`src/rtl/core/lcid_pkg.sv`:
```
// shared types and constants of the link context id table
`default_nettype none

package lcid_pkg;

   localparam int ENTRIES_DEF = 64;
   localparam int SLOT_W      = 6;
   localparam int DATA_W      = 32;

   // all ones marks a free entry, also the unset peer id
   localparam logic signed [DATA_W-1:0] FREE_MARK = '1;

   typedef enum logic [2:0] {
      CMD_ALLOC       = 3'd0,
      CMD_RELEASE     = 3'd1,
      CMD_FIND_PAIR   = 3'd2,
      CMD_FIND_SOURCE = 3'd3,
      CMD_FIND_TARGET = 3'd4,
      CMD_FIND_VALUE  = 3'd5,
      CMD_SET         = 3'd6,
      CMD_READ        = 3'd7
   } cmd_type;

   typedef struct packed {
      logic signed [DATA_W-1:0] ue_value;
      logic signed [DATA_W-1:0] source_id;
      logic signed [DATA_W-1:0] target_id;
   } entry_type;

   typedef struct packed {
      cmd_type                  command;
      logic [SLOT_W-1:0]        slot;
      logic signed [DATA_W-1:0] ue_value;
      logic signed [DATA_W-1:0] source_id;
      logic signed [DATA_W-1:0] target_id;
   } req_type;

   typedef struct packed {
      logic                     found;
      logic [SLOT_W-1:0]        result_slot;
      logic signed [DATA_W-1:0] entry_value;
      logic signed [DATA_W-1:0] entry_source;
      logic signed [DATA_W-1:0] entry_target;
   } rsp_type;

endpackage

`default_nettype wire

```
`src/rtl/core/lcid_seq.sv`:
```
// command sequencer: clearing pass, slot access and linear scan over the memory
`default_nettype none

module lcid_seq #(
   parameter int ENTRIES = lcid_pkg::ENTRIES_DEF
) (
   input  wire logic                       clock,
   input  wire logic                       reset,
   input  wire logic                       req_valid,
   output      logic                       req_ready,
   input  wire lcid_pkg::req_type          req_data,
   output      logic                       res_valid,
   input  wire logic                       res_ready,
   output      lcid_pkg::rsp_type          res_data,
   output      logic                       wr_en,
   output      logic [$clog2(ENTRIES)-1:0] wr_addr,
   output      lcid_pkg::entry_type        wr_data,
   output      logic                       rd_en,
   output      logic [$clog2(ENTRIES)-1:0] rd_addr,
   input  wire lcid_pkg::entry_type        rd_data
);

   localparam int AW = $clog2(ENTRIES);
   localparam int IW = AW + 1;
   localparam int XW = (AW > lcid_pkg::SLOT_W) ? AW : lcid_pkg::SLOT_W;

   typedef enum logic [4:0] {
      ST_CLEAR = 5'b00001,
      ST_IDLE  = 5'b00010,
      ST_SLOT  = 5'b00100,
      ST_SCAN  = 5'b01000,
      ST_RESP  = 5'b10000
   } state_type;

   state_type          state_ff, state_in;
   logic [IW-1:0]      idx_ff, idx_in;
   logic               rd_valid_ff, rd_valid_in;
   logic [AW-1:0]      rd_idx_ff, rd_idx_in;
   lcid_pkg::req_type  cmd_ff, cmd_in;
   lcid_pkg::rsp_type  res_ff, res_in;

   logic [XW-1:0]      req_slot_x;
   logic [XW-1:0]      cmd_slot_x;
   logic [XW-1:0]      rd_idx_x;
   logic               req_slot_ok;
   logic               cmd_slot_ok;
   logic               used;
   logic               hit;

   assign req_slot_x  = XW'(req_data.slot);
   assign cmd_slot_x  = XW'(cmd_ff.slot);
   assign rd_idx_x    = XW'(rd_idx_ff);
   assign req_slot_ok = 32'(req_data.slot) < 32'(ENTRIES);
   assign cmd_slot_ok = 32'(cmd_ff.slot) < 32'(ENTRIES);

   assign used = rd_data.ue_value != lcid_pkg::FREE_MARK;

   always_comb begin
      case (cmd_ff.command)
         lcid_pkg::CMD_ALLOC:       hit = !used;
         lcid_pkg::CMD_FIND_PAIR:   hit = used && rd_data.source_id == cmd_ff.source_id
                                           && rd_data.target_id == cmd_ff.target_id;
         lcid_pkg::CMD_FIND_SOURCE: hit = used && rd_data.source_id == cmd_ff.source_id;
         lcid_pkg::CMD_FIND_TARGET: hit = used && rd_data.target_id == cmd_ff.target_id;
         lcid_pkg::CMD_FIND_VALUE:  hit = rd_data.ue_value == cmd_ff.ue_value;
         default:                   hit = 1'b0;
      endcase
   end

   always_comb begin
      state_in    = state_ff;
      idx_in      = idx_ff;
      rd_valid_in = 1'b0;
      rd_idx_in   = rd_idx_ff;
      cmd_in      = cmd_ff;
      res_in      = res_ff;
      rd_en       = 1'b0;
      rd_addr     = idx_ff[AW-1:0];
      wr_en       = 1'b0;
      wr_addr     = rd_idx_ff;
      wr_data     = rd_data;
      req_ready   = 1'b0;
      res_valid   = 1'b0;

      case (state_ff)
         ST_CLEAR: begin
            wr_en   = 1'b1;
            wr_addr = idx_ff[AW-1:0];
            wr_data = '{ue_value: lcid_pkg::FREE_MARK, source_id: '0, target_id: '0};
            if (idx_ff == IW'(ENTRIES - 1)) begin
               idx_in   = '0;
               state_in = ST_IDLE;
            end else begin
               idx_in = idx_ff + IW'(1);
            end
         end
         ST_IDLE: begin
            req_ready = 1'b1;
            if (req_valid) begin
               cmd_in = req_data;
               if (req_data.command == lcid_pkg::CMD_RELEASE ||
                   req_data.command == lcid_pkg::CMD_SET ||
                   req_data.command == lcid_pkg::CMD_READ) begin
                  rd_en    = req_slot_ok;
                  rd_addr  = req_slot_x[AW-1:0];
                  state_in = ST_SLOT;
               end else begin
                  rd_en       = 1'b1;
                  rd_addr     = '0;
                  rd_idx_in   = '0;
                  rd_valid_in = 1'b1;
                  idx_in      = IW'(1);
                  state_in    = ST_SCAN;
               end
            end
         end
         ST_SLOT: begin
            res_in.found       = cmd_slot_ok;
            res_in.result_slot = cmd_ff.slot;
            wr_addr            = cmd_slot_x[AW-1:0];
            if (!cmd_slot_ok) begin
               wr_data = '0;
            end else begin
               case (cmd_ff.command)
                  lcid_pkg::CMD_RELEASE: begin
                     wr_en   = 1'b1;
                     wr_data = '{ue_value: lcid_pkg::FREE_MARK,
                                 source_id: rd_data.source_id,
                                 target_id: rd_data.target_id};
                  end
                  lcid_pkg::CMD_SET: begin
                     wr_en   = 1'b1;
                     wr_data = '{ue_value: cmd_ff.ue_value,
                                 source_id: cmd_ff.source_id,
                                 target_id: cmd_ff.target_id};
                  end
                  default: begin
                     wr_data = rd_data;
                  end
               endcase
            end
            res_in.entry_value  = wr_data.ue_value;
            res_in.entry_source = wr_data.source_id;
            res_in.entry_target = wr_data.target_id;
            state_in            = ST_RESP;
         end
         ST_SCAN: begin
            if (rd_valid_ff && hit) begin
               if (cmd_ff.command == lcid_pkg::CMD_ALLOC) begin
                  wr_en   = 1'b1;
                  wr_data = '{ue_value: '0,
                              source_id: lcid_pkg::FREE_MARK,
                              target_id: lcid_pkg::FREE_MARK};
               end
               res_in.found        = 1'b1;
               res_in.result_slot  = rd_idx_x[lcid_pkg::SLOT_W-1:0];
               res_in.entry_value  = wr_data.ue_value;
               res_in.entry_source = wr_data.source_id;
               res_in.entry_target = wr_data.target_id;
               state_in            = ST_RESP;
            end else if (!rd_valid_ff) begin
               res_in   = '0;
               state_in = ST_RESP;
            end else if (idx_ff < IW'(ENTRIES)) begin
               rd_en       = 1'b1;
               rd_addr     = idx_ff[AW-1:0];
               rd_idx_in   = idx_ff[AW-1:0];
               rd_valid_in = 1'b1;
               idx_in      = idx_ff + IW'(1);
            end
         end
         ST_RESP: begin
            res_valid = 1'b1;
            if (res_ready) begin
               state_in = ST_IDLE;
            end
         end
         default: begin
            state_in = ST_IDLE;
         end
      endcase
   end

   always_ff @(posedge clock) begin
      if (reset) begin
         state_ff    <= ST_CLEAR;
         idx_ff      <= '0;
         rd_valid_ff <= 1'b0;
      end else begin
         state_ff    <= state_in;
         idx_ff      <= idx_in;
         rd_valid_ff <= rd_valid_in;
      end
   end

   always_ff @(posedge clock) begin
      rd_idx_ff <= rd_idx_in;
      cmd_ff    <= cmd_in;
      res_ff    <= res_in;
   end

   assign res_data = res_ff;

endmodule

`default_nettype wire

```
`config.mk`:
```
export PLATFORM = sky130hd
export DESIGN_NAME = lcid_seq
export DESIGN_NICKNAME = d
export VERILOG_FILES = /design/src/rtl/core/lcid_pkg.sv /design/src/rtl/core/lcid_seq.sv
export SDC_FILE = /design/constraint.sdc
export NUM_CORES = 1
export LEC_CHECK = 0
export ABC_AREA = 1
export BUFFER_PORTS_ARGS = -buffer_cell sky130_fd_sc_hd__buf_2
export CORE_MARGIN = 4
export CORE_UTILIZATION = 45
export DETAILED_ROUTE_END_ITERATION = 6
export PLACE_DENSITY = 0.72
export SLEW_MARGIN = 15
export SYNTH_ARGS = -nofsm -noshare
export SYNTH_HDL_FRONTEND = slang
export SYNTH_SLANG_ARGS = --single-unit
```
`constraint.sdc`:
```
create_clock -name clock -period 8.7 [get_ports clock]
set_clock_uncertainty 0.15 [all_clocks]
set_input_delay 1.74 -clock clock [delete_from_list [all_inputs] [get_ports clock]]
set_output_delay 1.74 -clock clock [all_outputs]
set_load 0.1 [all_outputs]
```
==> impl.org <==
** Routing
- After detailed routing, the number of remaining DRC violations is 0.
- Remaining antenna violation count after routing :: 0
- After detailed routing, the average wire length per cell comes to 21.3 microns.
- 1st-pass router iterations :: 7
- Initial drt markers :: 1,541
- Vias after detailed routing :: 14,100
- The final layout contains routed wiring with a total length of 52.0 mm.
- Dividing the detail-routed via count by the number of cells gives 5.76.

** Floorplanning
- In this run the count of I/O pins placed on the die edge is 420.
- After floorplanning, the core was divided into 63 placement rows.
- For this configuration, the core starts out at a cell density of 0.460.
- The die covers 0.0334 sq mm.
- The core region is 0.0299 sq mm.
- In this run the horizontal extent of the chip is 183 microns.
- Die outline height :: 183 microns

** Global routing
- The global routing stage identified its most utilized layer as met2.
- Met2 Resource Use GR :: 0.473
- Met3 track utilization from global routing :: 0.0426
- Number of global-route vias before repair :: 13,200
- In the global route stage, overall resource usage came out at 0.290.
- Global routing finished with a remaining overflow of 0.
- The first global-routing pass estimated 76.9 mm of wire.
- Global routing met1 resource utilization :: 0.398
- Initial antenna violation count :: 13
- Entering global routing, the biggest net connects 109 pins.

** Setup path
- Max stage delay cell, worst path :: nand3_4
- For this run, the slowest stage of the critical path takes 770 ps.
- STA classifies the critical path endpoint as an output port.
- RR Endpoint :: res_data[37]
- Tracing the worst setup path back leads to its startpoint at cmd_ff[102].
- Data required, critical path :: 6810 ps
- Across all register-to-register paths, the minimum setup slack is 3850 ps.
- The critical path goes through or2_1 -> nor2_4 -> buf_4 -> inv_1 -> nor2_1 -> nor2_1 -> nand2_1 -> nand2_1 -> inv_2 -> nand3_4 -> o211ai_1 -> buf_2.
- Max FO, Critical Path :: 67
- CP startpoint kind :: flip-flop
- The worst setup path is of the reg -> out kind.
- The worst register-to-register path begins at cmd_ff[102].
- Grouping stages by cell kind, the critical path spends the most delay in buffers and inverters.
- Worst Reg-to-Reg Cells :: 12
- Arrival time of data at the critical path endpoint :: 5520 ps
- Combined buffer and inverter count along the critical path :: 4

** STA
- Headroom to the max-slew limit came out at 0.290.
- After layout, the worst setup slack is 1290 ps.
- The worst path in the final design needs a cycle of 7410 ps, including I/O delays and setup.
- Dividing the final minimum period by the clock period gives 0.852.
- Setup Total Neg Slack :: 0 ps
- Max-slew violation total from the final report :: 0
- At the pin with the least slew margin, the transition time is 1060 ps.
- For this run, the top clock speed supported by timing is 0.135 GHz.
- Final number of hold-violating endpoints :: 0
- Hold timing on the final database bottoms out at a slack of 444 ps.
- Setup repair after global routing left no endpoint under its margin.
- Final setup viols :: 0

** Logic synthesis
- After synthesis the cells add up to 0.0138 sq mm.
- Count of yosys warnings during synthesis :: 0
- Top cell type's share of synthesized area :: 0.467
- Most frequent cells after synthesis :: nand2_1 (385), edfxtp_1 (214), nor2_1 (199), inv_1 (188), o21ai_0 (138)
- Cells after synthesis :: 1,659
- For this run, the register share of the synthesized area comes to 0.486.
- Counting flops with an async set or reset pin after synthesis yields a share of 0.
- The synthesized design contains 227 register bits.
- Mean instance size in the synthesized netlist :: 8.29 sq um
- Post-synth EDFFs :: 214
- Largest area contributor in the synthesized netlist :: edfxtp_1
- Largest cells by area after synthesis :: edfxtp_1 (47%), nand2_1 (11%), nor2_1 (5.4%)
- Synthesis produced a netlist with a net count of 1,865.
- The number of different library cells used by synthesis comes to 40.
- Synth Flop Type :: edfxtp_1
- Library cell with the highest instance count after synthesis :: nand2_1

** Min path
- In this run the most critical hold path is launched from idx_ff[6].
- Worst hold path depth :: 4
- Hold Path End :: idx_ff[6]
- Path type of the worst min-delay path :: reg -> reg

** Finish
- Filler Cells Inserted :: 2,706
- For this run, the share of the core covered by cells in the final layout is 0.566.
- Proportion of layout cells with a drive suffix above 1 :: 0.247
- After the flow finishes, the layout carries non-filler instances totaling 2,445.
- The final layout contains 2,230 nets.
- Area delta synth->final :: 22.9%

** CTS
- Setup bufs post-CTS :: 0
- TritonCTS built the clock tree.
- In this run the number of H-tree levels came out at 1.
- For the worst-skew pair, the clock arrives at the later sink with an insertion delay of 550 ps.
- After clock tree synthesis, the clock-pin slew on the worst setup and hold paths is 60 ps.
- The number of clock buffers added by TritonCTS is 27.
- In this run the deepest clock path goes through 3 buffers.
- Sink Count :: 227
- Cell chosen for the clock root :: clkbuf_16
- Gates resized during post-CTS repair numbered 0.
- For this design, the CTS-stage hold fixing added 0 buffers.

** Power and ir drop
- Power density normalized to cell area :: 230 mW/mm^2
- The analysis attributes to cell leakage a power of 7.28 nW.
- IR Drop Worst-Case VDD :: 0.000290 V

** Place
- HPWL reported at the end of detailed placement :: 36.3 mm
- At the end of routability-driven placement, the weighted congestion stood at 0.940.
- The number of placed instances, taps included, is 2,385.
- Buffers placed on the I/O ports in this run total 419.
- Worst slack after detailed placement :: 1470 ps

** Run
- Max Cap Viol :: 0

** Status
- The flow ran to the end, and the final reports show no timing, DRC or antenna violations.
## cells by family after synthesis
logic type      after synthesis  synth area share
buf+inv                     289            0.0847
fa+ha+maj                     1          0.000910
compound gates              334             0.156
flops                       227             0.486
xor+xnor                     67            0.0427
simple gates                741             0.229
## per-layer routing
layer	wire, microns	vias to the layer above
met5	27	-
met4	1870	4
met3	5250	115
met2	24200	912
met1	20600	6608
li1	-	6450
## state kept, by name (all words and copies together), names as in the netlist
signal	flops
state_ff	5
rd_valid_ff	1
rd_idx_ff	6
cmd_slot_x	6
idx_ff	7
cmd_ff	99
res_data	103
## where the power goes
part	total (mW)	internal [mW]	switching (mW)
Sequential	1.23	1.21	0.0150
Clock	1.09	0.626	0.460
Combinational	1.57	0.260	1.31
## worst max-delay path by stage
stage | to | depth (start not counted) | slack [ps]
2_1_floorplan | rd_addr[0] | 6 | 1440
3_3_place_gp | wr_data[37] | 15 | 1500
3_5_place_dp | wr_data[37] | 15 | 1470
4_1_cts | wr_data[37] | 12 | 1310
5_1_grt | wr_data[37] | 12 | 1020
6_report | wr_data[37] | 12 | 1290
## placed cells by master (no fill, tap or decap), types with 6 or more instances in the layout
cell type  synthesis  routed
xnor2_1           52      52
o211ai_1           9       9
inv_1            188     185
buf_4              6      15
nor2_1           199     197
dfxtp_1           13      13
or2_1             16      16
nor3_1            10      10
nand4_1           47      47
clkinv_2           0       6
o221ai_1          26      26
xor2_1            15      15
o21ai_0          138     138
a221oi_1          29      29
edfxtp_1         214     214
a22oi_2           10      10
clkinv_1           0       7
a21oi_1           10      10
diode_2            0      13
a22oi_1           25      25
or2_0             14      14
clkbuf_16          0      27
nand2_1          385     385
buf_2             22     419
nand3_1           46      45
or2_2              7       7
o22ai_1           84      84
## cell type report
type | count | area [sq um] | share of cell area
Timing Repair Buffer | 434 | 2210 | 0.131
Inverter | 191 | 722 | 0.0427
Clock inverter | 17 | 145 | 0.00859
Sequential cell | 227 | 6690 | 0.396
Tap cell | 390 | 488 | 0.0289
Multi-Input combinational cell | 1143 | 5930 | 0.351
Antenna cell | 13 | 32.5 | 0.00192
Clock buffer | 30 | 687 | 0.0406
## through the flow
stage | instance area (sq um) | power [mW]
floorplan | 13800 | 2.50
global placement | 16000 | 2.80
detailed placement | 16000 | 2.81
CTS | 16900 | 3.89
global route | 16900 | 4.00
finish | 16900 | 3.88
## worst min-delay path: cells and delay by family (launching register included)
family        cells  cell delay [ps]
simple gates      2               90
flops             1              320
buf+inv           2              140
No activity file was read; power rests on OpenSTA's default activity.
